<file path="src/sv/bcr_pkg.sv">
// Shared types, constants and microcode table for the bicubic Catmull-Rom interpolator.
package bcr_pkg;

    localparam int ROW_BITS = 24;
    localparam int ROW_FRAC = 6;
    localparam int PC_BITS  = 3;

    localparam logic [2:0] OP_A0    = 3'd0;
    localparam logic [2:0] OP_MUL   = 3'd1;
    localparam logic [2:0] OP_A1    = 3'd2;
    localparam logic [2:0] OP_A2    = 3'd3;
    localparam logic [2:0] OP_SUM   = 3'd4;
    localparam logic [2:0] OP_STORE = 3'd5;

    localparam logic BR_NEXT = 1'b0;
    localparam logic BR_FORK = 1'b1;

    typedef struct packed {
        logic [2:0] op;
        logic       br;
    } ucode_t;

    typedef struct packed {
        logic       busy;
        logic       col;
        logic [2:0] op;
    } seq_ctl_t;

    typedef struct packed {
        logic start;
        logic stall;
        logic row_last;
    } seq_stat_t;

    // Horner program: one cubic pass, forked at the end into the column pass or idle
    function automatic ucode_t ucode_rom(input logic [PC_BITS-1:0] pc);
        ucode_t w;
        case (pc)
            3'd0:    w = '{op: OP_A0,    br: BR_NEXT};
            3'd1:    w = '{op: OP_MUL,   br: BR_NEXT};
            3'd2:    w = '{op: OP_A1,    br: BR_NEXT};
            3'd3:    w = '{op: OP_MUL,   br: BR_NEXT};
            3'd4:    w = '{op: OP_A2,    br: BR_NEXT};
            3'd5:    w = '{op: OP_MUL,   br: BR_NEXT};
            3'd6:    w = '{op: OP_SUM,   br: BR_NEXT};
            3'd7:    w = '{op: OP_STORE, br: BR_FORK};
            default: w = '{op: OP_STORE, br: BR_FORK};
        endcase
        return w;
    endfunction

endpackage

</file>
<file path="src/sv/bcr_seq.sv">
// Microcode sequencer: step counter, control ROM and pass fork.
module bcr_seq (
    input  logic                clk,
    input  logic                rst_n,
    input  bcr_pkg::seq_stat_t  stat,
    output bcr_pkg::seq_ctl_t   ctl
);

    logic [bcr_pkg::PC_BITS-1:0] pc_reg, pc_next;
    logic                        busy_reg, busy_next;
    logic                        col_reg, col_next;
    bcr_pkg::ucode_t             uw;

    assign uw = bcr_pkg::ucode_rom(pc_reg);

    always_comb
    begin
        pc_next   = pc_reg;
        busy_next = busy_reg;
        col_next  = col_reg;
        if (stat.start)
        begin
            pc_next   = '0;
            busy_next = 1'b1;
            col_next  = 1'b0;
        end
        else if (busy_reg && !stat.stall)
        begin
            if (uw.br == bcr_pkg::BR_FORK)
            begin
                pc_next = '0;
                if (!col_reg && stat.row_last)
                begin
                    col_next = 1'b1;
                end
                else
                begin
                    busy_next = 1'b0;
                    col_next  = 1'b0;
                end
            end
            else
            begin
                pc_next = pc_reg + 1'b1;
            end
        end
    end

    always_ff @(posedge clk or negedge rst_n)
    begin
        if (!rst_n)
        begin
            pc_reg   <= '0;
            busy_reg <= 1'b0;
            col_reg  <= 1'b0;
        end
        else
        begin
            pc_reg   <= pc_next;
            busy_reg <= busy_next;
            col_reg  <= col_next;
        end
    end

    assign ctl.busy = busy_reg;
    assign ctl.col  = col_reg;
    assign ctl.op   = uw.op;

endmodule

</file>
<file path="src/sv/bicubic_catmull_rom_interp.sv">
// Top level: bicubic Catmull-Rom interpolator, one row of a 4x4 patch per input item.
//
//  channel  dir  handshake          payload
//  s_*      in   s_tvalid/s_tready  tdata: sample_a..sample_d, frac_x, frac_y
//  m_*      out  m_tvalid/m_tready  tdata: pixel_out; tuser: saturated
//
// Each row takes the accepting cycle, then 8 microcode steps on one shared multiplier
// (three dependent products per cubic); the fourth row adds an 8-step pass down the stored
// row results.
// Input is taken only while the sequencer is idle; the result register frees the output side.
// A full result register stalls the final store step until it is taken.
// Reset clears the row count, sequencer and output valid; row store needs no clearing.
module bicubic_catmull_rom_interp #(
    parameter int SAMPLE_BITS = 16,
    parameter int FRAC_BITS   = 12
) (
    input  logic                                          clk,
    input  logic                                          rst_n,
    input  logic                                          s_tvalid,
    output logic                                          s_tready,
    // sample_a, sample_b, sample_c, sample_d, frac_x, frac_y, zero fill
    input  logic [((4*SAMPLE_BITS+2*FRAC_BITS+7)/8)*8-1:0] s_tdata,
    output logic                                          m_tvalid,
    input  logic                                          m_tready,
    // pixel_out, zero fill
    output logic [((SAMPLE_BITS+7)/8)*8-1:0]              m_tdata,
    // saturated
    output logic [0:0]                                    m_tuser
);

    localparam int OUT_W = ((SAMPLE_BITS+7)/8)*8;
    localparam int PW    = (SAMPLE_BITS + bcr_pkg::ROW_FRAC > bcr_pkg::ROW_BITS) ?
                           SAMPLE_BITS + bcr_pkg::ROW_FRAC : bcr_pkg::ROW_BITS;
    localparam int AW    = PW + 5;
    localparam int MW    = AW + FRAC_BITS + 1;
    localparam int SW    = MW + 1;

    localparam logic signed [SW-1:0] R_HI = (SW'(1) <<< (bcr_pkg::ROW_BITS-1)) - SW'(1);
    localparam logic signed [SW-1:0] R_LO = ~R_HI;
    localparam logic signed [SW-1:0] S_HI = (SW'(1) <<< (SAMPLE_BITS-1)) - SW'(1);
    localparam logic signed [SW-1:0] S_LO = ~S_HI;

    bcr_pkg::seq_ctl_t  ctl;
    bcr_pkg::seq_stat_t stat;

    logic signed [SAMPLE_BITS-1:0]          samp_reg [4];
    logic [FRAC_BITS-1:0]                   fx_reg, fy_reg;
    logic signed [bcr_pkg::ROW_BITS-1:0]    rr_reg [4];
    logic [1:0]                             row_cnt_reg, row_cnt_next;
    logic                                   row_clip_reg, row_clip_next;
    logic signed [AW-1:0]                   acc_reg, acc_next;
    logic signed [MW-1:0]                   prod_reg, prod_next;
    logic signed [SW-1:0]                   vsum_reg, vsum_next;
    logic signed [SAMPLE_BITS-1:0]          pix_reg, pix_next;
    logic                                   sat_reg, sat_next;
    logic                                   out_valid_reg, out_valid_next;

    logic signed [AW-1:0]        e [4];
    logic signed [AW-1:0]        d12, t_a0, t_b, t_c, sh;
    logic signed [FRAC_BITS:0]   xs;
    logic signed [SW-1:0]        rnd, q, hi, lo, clipped;
    logic                        hit, accept, step, store_row, store_col;

    assign accept   = s_tvalid && s_tready;
    assign s_tready = !ctl.busy;

    assign stat.start    = accept;
    assign stat.row_last = (row_cnt_reg == 2'd3);
    assign stat.stall    = ctl.busy && (ctl.op == bcr_pkg::OP_STORE) && ctl.col &&
                           out_valid_reg && !m_tready;

    bcr_seq u_seq (
        .clk   (clk),
        .rst_n (rst_n),
        .stat  (stat),
        .ctl   (ctl)
    );

    assign step = ctl.busy && !stat.stall;

    always_comb
    begin
        for (int i = 0; i < 4; i++)
        begin
            e[i] = ctl.col ? AW'(rr_reg[i]) : (AW'(samp_reg[i]) <<< bcr_pkg::ROW_FRAC);
        end
    end

    assign d12  = e[1] - e[2];
    assign t_a0 = (d12 <<< 1) + d12 + e[3] - e[0];
    assign t_b  = (e[0] <<< 1) - (e[1] <<< 2) - e[1] + (e[2] <<< 2) - e[3];
    assign t_c  = e[2] - e[0];
    assign xs   = $signed({1'b0, (ctl.col ? fy_reg : fx_reg)});
    assign sh   = $signed(prod_reg[FRAC_BITS +: AW]);
    assign rnd  = ctl.col ? (SW'(1) <<< (FRAC_BITS + bcr_pkg::ROW_FRAC)) :
                            (SW'(1) <<< FRAC_BITS);
    assign q    = ctl.col ? (vsum_reg >>> (FRAC_BITS + 1 + bcr_pkg::ROW_FRAC)) :
                            (vsum_reg >>> (FRAC_BITS + 1));
    assign hi   = ctl.col ? S_HI : R_HI;
    assign lo   = ctl.col ? S_LO : R_LO;
    assign hit  = (q > hi) || (q < lo);
    assign clipped = (q > hi) ? hi : ((q < lo) ? lo : q);

    assign store_row = step && (ctl.op == bcr_pkg::OP_STORE) && !ctl.col;
    assign store_col = step && (ctl.op == bcr_pkg::OP_STORE) && ctl.col;

    always_comb
    begin
        acc_next       = acc_reg;
        prod_next      = prod_reg;
        vsum_next      = vsum_reg;
        row_cnt_next   = row_cnt_reg;
        row_clip_next  = row_clip_reg;
        pix_next       = pix_reg;
        sat_next       = sat_reg;
        out_valid_next = out_valid_reg && !m_tready;
        if (step)
        begin
            case (ctl.op)
                bcr_pkg::OP_A0:  acc_next  = t_a0;
                bcr_pkg::OP_MUL: prod_next = acc_reg * xs;
                bcr_pkg::OP_A1:  acc_next  = sh + t_b;
                bcr_pkg::OP_A2:  acc_next  = sh + t_c;
                bcr_pkg::OP_SUM: vsum_next = SW'(prod_reg) + (SW'(e[1]) <<< (FRAC_BITS + 1)) + rnd;
                bcr_pkg::OP_STORE:
                begin
                    if (ctl.col)
                    begin
                        pix_next       = clipped[SAMPLE_BITS-1:0];
                        sat_next       = hit || row_clip_reg;
                        row_clip_next  = 1'b0;
                        out_valid_next = 1'b1;
                    end
                    else
                    begin
                        row_cnt_next  = row_cnt_reg + 2'd1;
                        row_clip_next = row_clip_reg || hit;
                    end
                end
                default: acc_next = acc_reg;
            endcase
        end
    end

    always_ff @(posedge clk or negedge rst_n)
    begin
        if (!rst_n)
        begin
            row_cnt_reg   <= '0;
            row_clip_reg  <= 1'b0;
            out_valid_reg <= 1'b0;
        end
        else
        begin
            row_cnt_reg   <= row_cnt_next;
            row_clip_reg  <= row_clip_next;
            out_valid_reg <= out_valid_next;
        end
    end

    always_ff @(posedge clk)
    begin
        acc_reg  <= acc_next;
        prod_reg <= prod_next;
        vsum_reg <= vsum_next;
        pix_reg  <= pix_next;
        sat_reg  <= sat_next;
        if (accept)
        begin
            for (int i = 0; i < 4; i++)
            begin
                samp_reg[i] <= s_tdata[i*SAMPLE_BITS +: SAMPLE_BITS];
            end
            fx_reg <= s_tdata[4*SAMPLE_BITS +: FRAC_BITS];
            fy_reg <= s_tdata[4*SAMPLE_BITS+FRAC_BITS +: FRAC_BITS];
        end
        if (store_row)
        begin
            rr_reg[row_cnt_reg] <= clipped[bcr_pkg::ROW_BITS-1:0];
        end
    end

    assign m_tvalid = out_valid_reg;
    assign m_tdata  = OUT_W'($unsigned(pix_reg));
    assign m_tuser  = sat_reg;

    a_busy_after_accept: assert property (@(posedge clk) disable iff (!rst_n)
        accept |=> !s_tready)
        else $error("input taken while a row is still in work");

    a_col_pass_at_wrap: assert property (@(posedge clk) disable iff (!rst_n)
        (ctl.busy && ctl.col) |-> (row_cnt_reg == 2'd0))
        else $error("column pass running with rows outstanding");

    a_result_clears_clip: assert property (@(posedge clk) disable iff (!rst_n)
        store_col |=> (!row_clip_reg && m_tvalid))
        else $error("row clip flag kept past its result");

    a_store_col_room: assert property (@(posedge clk) disable iff (!rst_n)
        store_col |-> (!out_valid_reg || m_tready))
        else $error("result overwritten before it was taken");

endmodule
</file>
<file path="config.mk">
export PLATFORM = sky130hd
export DESIGN_NAME = bicubic_catmull_rom_interp
export DESIGN_NICKNAME = d
export VERILOG_FILES = /design/src/sv/bcr_pkg.sv /design/src/sv/bcr_seq.sv /design/src/sv/bicubic_catmull_rom_interp.sv
export SDC_FILE = /design/constraint.sdc
export NUM_CORES = 2
export LEC_CHECK = 0
export BUFFER_PORTS_ARGS = -buffer_cell sky130_fd_sc_hd__buf_2
export CAP_MARGIN = 10
export CORE_MARGIN = 3
export CORE_UTILIZATION = 70
export DETAILED_ROUTE_END_ITERATION = 8
export MAX_ROUTING_LAYER = met4
export PLACE_DENSITY_LB_ADDON = 0.2
export SKIP_CTS_REPAIR_TIMING = 1
export SYNTH_ARGS = -nofsm -noshare
export SYNTH_HDL_FRONTEND = slang
export SYNTH_HIERARCHICAL = 1
export SYNTH_SLANG_ARGS = --single-unit
</file>
<file path="constraint.sdc">
create_clock -name clk -period 21.8 [get_ports clk]
set_input_delay 2.18 -clock clk [delete_from_list [all_inputs] [get_ports clk]]
set_output_delay 2.18 -clock clk [all_outputs]
set_load 0.005 [all_outputs]
</file>
-- After elaboration in Yosys (flattened, before gate mapping)
Memories as Yosys holds them, arrays and structs flattened.
Cells that the tools add are included.
- flip-flop bits (word level): 164
- bits in writable memories: 160
- memory bits (read-only): 32
- output and inout port bits: 19
- logic and storage cells: 101
- memories kept: 3
- $add $sub $neg: 15
- multipliers: 1
- magnitude comparators: 2
- eq/ne operators: 7
- multiplexer cells: 31
- bitwise gates (word level): 1
- reduce and logical (&&, ||, !) cells: 28
- memories (name ; words ; width ; rd ports ; clocked after memory_dff ; wr ports ; RTL line ; source):
    rr_reg ; 4 ; 24 ; 4 ; 0 ; 1 ; bicubic_catmull_rom_interp.sv:48 ; logic signed [bcr_pkg::ROW_BITS-1:0] rr_reg [4];
    samp_reg ; 4 ; 16 ; 4 ; 0 ; 4 ; bicubic_catmull_rom_interp.sv:46 ; logic signed [SAMPLE_BITS-1:0] samp_reg [4];
    (name not given) ; 8 ; 4 ; 1 ; 0 ; 0 ; bcr_pkg.sv:38 ; case (pc)
- operator list (cell ; number):
    subtractor 29 bit ; 6
    adder 29 bit ; 5
    two-way mux 29 bit ; 5
    case mux 29 bit (3 select lines) ; 1
    two-way mux 24 bit ; 2
    two-way mux 23 bit ; 2
    adder 42 x 42 -> 43 bit ; 1
    adder 43 x 20 -> 43 bit ; 1
    multiplier 29 x 13 -> 42 bit ; 1
    > comparator 30 x 24 -> 1 bit ; 1
    < comparator 30 x 24 -> 1 bit ; 1
    two-way mux 19 bit ; 1
    two-way mux 1 bit ; 16
    two-way mux 12 bit ; 1
    logical AND 1 bit ; 10
    AND reduction 2 bit ; 5
    two-way mux 3 bit ; 3
    AND reduction 3 bit ; 3
    equality test 3 x 2 -> 1 bit, second input constant ; 2
    equality test 3 bit, second input constant ; 2
    logical NOT 1 bit ; 4
    nonzero test 2 bit ; 2
    adder 3 x 1 -> 3 bit, second input constant ; 1
    equality test 3 x 1 -> 1 bit, second input constant ; 1
    7 further kinds ; 8

-- Longest topological paths before layout
An unclocked memory read counts as a cell.
- word-level depth: 12
- depth in mapped cells: 35

-- By module
Netlist, hierarchy kept.
- modules (own cells, without submodules) (module ; times used ; cells each ; area an instance (um2) ; seq. area each (um2)):
    bicubic_catmull_rom_interp ; 1 ; 3455 ; 34845.9 ; 8808.4
    bcr_seq ; 1 ; 33 ; 341.6 ; 125.1

-- Worst setup path after synthesis
No wires, ideal clock.
- path type: reg2reg
- start: reg u_seq.col_reg
- end: reg acc_reg[26], data pin
- arrival: 7.153 ns
- data required time: 21.532 ns
- setup slack: 14.379 ns
- stages on the path, launching flop included: 33
- buffers on the path: 8
- path through: dfrtp_1 > buf_4 > buf_6 > buf_2 > buf_2 > buf_1 > buf_2 > clkbuf_1 > buf_1 > mux2i_1 > ha_1 > a21oi_1 > nand2_1 > or2_2 > o21bai_1 > o21ai_0 > a21o_1 > a21o_1 > xnor2_1 > inv_1 > fa_1 > fa_1 > inv_1 > ha_1 > a21o_1 > a21o_1 > o21ai_0 > o31ai_1 > a211oi_1 > nor2_1 > xor2_1 > a22oi_1 > o31ai_1
- longest elaborated chain between the ends: 7
- elaborated cells on any way between the ends: 16
- classes of those cells: 11 x add/sub; 5 x mux
- RTL lines (what ; RTL line ; source):
    start, declared ; bcr_seq.sv:11 ; logic col_reg, col_next;
    start signal, assigned ; bcr_seq.sv:61 ; col_reg <= col_next;
    two-way mux 29 bit ; bicubic_catmull_rom_interp.sv:85 ; e[i] = ctl.col ? AW'(rr_reg[i]) : (AW'(samp_reg[i]) <<< bcr_pkg::ROW_FRAC);
    subtractor 29 bit (2 in a row) ; bicubic_catmull_rom_interp.sv:91 ; assign t_b = (e[0] <<< 1) - (e[1] <<< 2) - e[1] + (e[2] <<< 2) - e[3];
    adder 29 bit ; bicubic_catmull_rom_interp.sv:91 ;
    subtractor 29 bit ; bicubic_catmull_rom_interp.sv:91 ;
    adder 29 bit ; bicubic_catmull_rom_interp.sv:122 ; bcr_pkg::OP_A1: acc_next = sh + t_b;
    case mux 29 bit (3 select lines) * ; bicubic_catmull_rom_interp.sv:119 ; case (ctl.op)
    end signal, assigned ; bicubic_catmull_rom_interp.sv:163 ; acc_reg <= acc_next;
    end, declared ; bicubic_catmull_rom_interp.sv:51 ; logic signed [AW-1:0] acc_reg, acc_next;
Every way passes the cells marked *; elsewhere a longest branch is shown, timed or not.
A chain may end at the register's enable or synchronous reset.

-- Worst setup path after layout
- start: reg u_seq.col_reg
- end: reg acc_reg[28], data pin
The elaborated chain is that of the path after synthesis.

==> impl_results.rst <==
.. list-table::
   :header-rows: 1

   * - Metric
     - Value
   * - Result of the run
     - complete, no violations
   * - Growth of design area from synthesis to finish
     - 6.62%
   * - Largest family of logic cells by synthesized area
     - adder cells
   * - Source of the critical timing path
     - u_seq/col_reg
   * - DR vias
     - 26,100
   * - Biggest area consumer among synthesized cells
     - fa_1
   * - Cell types with the highest counts after synthesis
     - 685 x inv_1, 489 x fa_1, 306 x nand2_1
   * - Syn Inst Count
     - 3,488
   * - Path category of the worst min-delay check
     - register to register
   * - Storage cell area
     - ~9000 µm²
   * - Startpoint type of the worst setup path
     - register
   * - Async set-reset flop share out of synthesis
     - ~3.0%
   * - Count of unresolved DRC violations after routing
     - 0
   * - Largest net degree at the start of global routing
     - 67
   * - Post-DR vias/cell
     - 6.16
   * - Hold depth
     - 2
   * - Detailed placement HPWL
     - roughly 75,000 µm
   * - Number of distinct library cell variants in the gate-level netlist after synthesis
     - between 80 and 90
   * - Remaining global-route overflow
     - 0
   * - Number of pins with negative max-slew slack in the final report
     - 0
   * - Top cells by area, synth
     - fa_1 28%, edfxtp_1 25%, ha_1 9.7%, inv_1 7.3%, nand2_1 3.3%
   * - Compound-Gate Fraction of Synth Area
     - about a tenth
   * - Fill cell instance count of the final layout
     - ~3,200
   * - Core Region
     - between 40,000 and 50,000 µm²
   * - Area share of and/or/nand/nor cells after synthesis
     - between 10% and 20%
   * - Later-pin clock latency in the skew report
     - 0.57 ns
   * - Die height
     - between 200 and 250 µm
   * - Startpoint-to-endpoint class of the critical path
     - register to register
   * - Slowest stage delay, CP
     - 0.84 ns
   * - Final wirelength
     - approximately 94,000 µm
   * - Number of buffers created by CTS
     - 34
   * - Count of endpoints failing setup in the final report
     - 0
   * - Hold EP
     - m_tvalid
   * - Highest Clock Rate
     - roughly 120 MHz
   * - Clock H-tree levels
     - 2
   * - Router iterations before antenna repair
     - 9
   * - Adder and majority cell fraction of the synthesized area
     - between 30% and 40%
   * - Clock tree from TritonCTS
     - built
   * - Clk pin slew, worst setup/hold paths
     - 0.06 ns
   * - Setup slack, reg-to-reg
     - 13.47 ns
   * - Routability congestion estimate from global placement
     - around 1
   * - Violation count after the first detailed-route iteration
     - about 2,800
   * - Hold Violations, Final
     - 0
   * - Critical register-to-register path startpoint
     - u_seq/col_reg
   * - Mux contribution to synthesized area
     - around 3.0%
   * - Number of antenna violations at the first check in global routing
     - 1
   * - Top-level I/O count
     - 111
   * - Number of sinks on the clock net
     - approximately 300
   * - Most frequently used flop master after synthesis
     - edfxtp_1
   * - Area fraction of the dominant cell type after synthesis
     - around 28%
   * - Max FFs per register
     - 96
   * - Area occupied by multi-input gates
     - approximately 23,000 µm²
   * - Number of global-route vias before repair
     - around 28,000
   * - Die width
     - roughly 230 µm
   * - Initial cell density of the core
     - 71.4%
   * - Post-synthesis instance area
     - around 35,000 µm²
   * - Number of standard cells in the final layout excluding fillers
     - around 4,200
   * - Cell with the most instances after synthesis
     - inv_1
   * - Setup Skew
     - 0.0416 ns
   * - Flops & latches, synth
     - approximately 300
   * - Clock Tree Root
     - clkbuf_16
   * - Final period util
     - a little under two fifths
   * - Row count
     - slightly above 80
   * - Routed WL per cell
     - 22.2 µm
   * - Cell count of the worst reg-to-reg path
     - 25
   * - Hold path start
     - m_tvalid
   * - Req. time, crit path
     - 22.09 ns
   * - Max-cap check violation count
     - 0
   * - Nets@finish
     - about 4,400
   * - RSZ-0062 raised after global routing
     - no
   * - Layout cells sized above 1
     - approximately 7.0%
   * - Master of the slowest instance on the critical path
     - dfrtp_4
   * - Final period demand of the worst path
     - around 8.3 ns
   * - Worst EP arrival
     - 8.62 ns
   * - Input/output buffers
     - between 100 and 150
   * - Total track usage
     - a little under two fifths
   * - Post-synth EDFFs
     - 290
   * - Sequential share of the synthesized area
     - around a quarter
   * - Average size of a mapped cell
     - 10.1 µm²
   * - Setup TNS after final layout
     - 0 ns
   * - ANT cells
     - 0
   * - Highest net fanout along the worst path
     - between 40 and 50
   * - Die Area
     - roughly 53,000 µm²
   * - Number of routed nets with antenna violations
     - 0
   * - R2R Path End
     - acc_reg[28]
   * - Number of warning messages in the yosys log
     - 6
   * - Worst setup EP type
     - register
   * - Placed Cells
     - ~4,200
   * - Worst rel slew slack
     - approximately 30%
   * - Post-Synth XOR/XNOR Area
     - 3.91%
   * - First-pass GRT wire length
     - roughly 150,000 µm
   * - Number of buffers on the longest clock path
     - 3
   * - Tightest Pin Transition
     - around 1.0 ns
   * - Synthesized Nets
     - ~4,300
## per-layer routing
| layer | share of wire, % | wire length (µm) | up-vias | track usage, % |
|---|---|---|---|---|
| met5 | 0 | 0 | - | - |
| met4 | 2.9 | 2750 | 0 | 10.6 |
| met3 | 11 | 10300 | 222 | 7.12 |
| met2 | 46 | 43000 | 1459 | 57.7 |
| met1 | 40 | 38000 | 13000 | 52.6 |
| li1 | - | - | 11400 | - |
## per-stage QoR
stage               utilization (%)  cell area (µm²)  setup WS (ns)  hold slack (ns)
finish                         76.2            37500          13.47            0.559
global route                   76.2            37500          13.10            0.606
CTS                            76.2            37500          13.63            0.559
detailed placement             73.8            36400          13.70            0.544
global placement               73.8            36400          13.87            0.533
floorplan                         -            35200          14.38            0.492
## final cells by class
cell class | instances | area share (%)
multi-input cells | 2395 | 62.1
repair buffers | 134 | 1.95
flip-flops and latches | 299 | 23.8
inverters | 685 | 6.85
clock inverters | 22 | 0.750
clock buffers | 37 | 2.30
well taps | 664 | 2.21
## worst max path at each step
| stage | slack (ns) | endpoint | depth (start not counted) |
|---|---|---|---|
| 6_report | 13.47 | acc_reg[28] | 25 |
| 5_1_grt | 13.10 | acc_reg[28] | 25 |
| 4_1_cts | 13.63 | prod_reg[38] | 21 |
| 3_5_place_dp | 13.70 | prod_reg[39] | 21 |
| 3_3_place_gp | 13.87 | prod_reg[39] | 20 |
| 2_1_floorplan | 14.38 | acc_reg[26] | 32 |
## cell usage in the layout, fill, tap and decap left out, types with 32 or more instances in the layout
| cell type | n |
|---|---|
| a21o_1 | 81 |
| a21oi_1 | 168 |
| and2_1 | 41 |
| buf_2 | 110 |
| clkbuf_16 | 34 |
| edfxtp_1 | 290 |
| fa_1 | 489 |
| ha_1 | 273 |
| inv_1 | 685 |
| mux2_2 | 32 |
| mux2i_1 | 60 |
| nand2_1 | 306 |
| nand3_1 | 38 |
| nor2_1 | 124 |
| nor2b_1 | 153 |
| nor3_1 | 37 |
| o21ai_0 | 96 |
| o21bai_1 | 33 |
| xnor2_1 | 101 |
| xor2_1 | 56 |
## critical path, delay by kind of cell, from the launching register on
| family | cells | cell delay, ns |
|---|---|---|
| compound gates | 9 | 2.79 |
| xor+xnor | 1 | 0.35 |
| fa+ha+maj | 5 | 2.16 |
| buf+inv | 4 | 0.88 |
| flops | 1 | 0.84 |
| simple gates | 6 | 1.02 |
## cells by family after synthesis
group,Yosys count
compound gates,547
xor+xnor,157
fa+ha+maj,762
buf+inv,794
flops,299
mux,98
simple gates,831
Power is left out: the tool's default activity adds up to more than one toggle a clock period on the data nets, which glitch-free logic cannot reach.
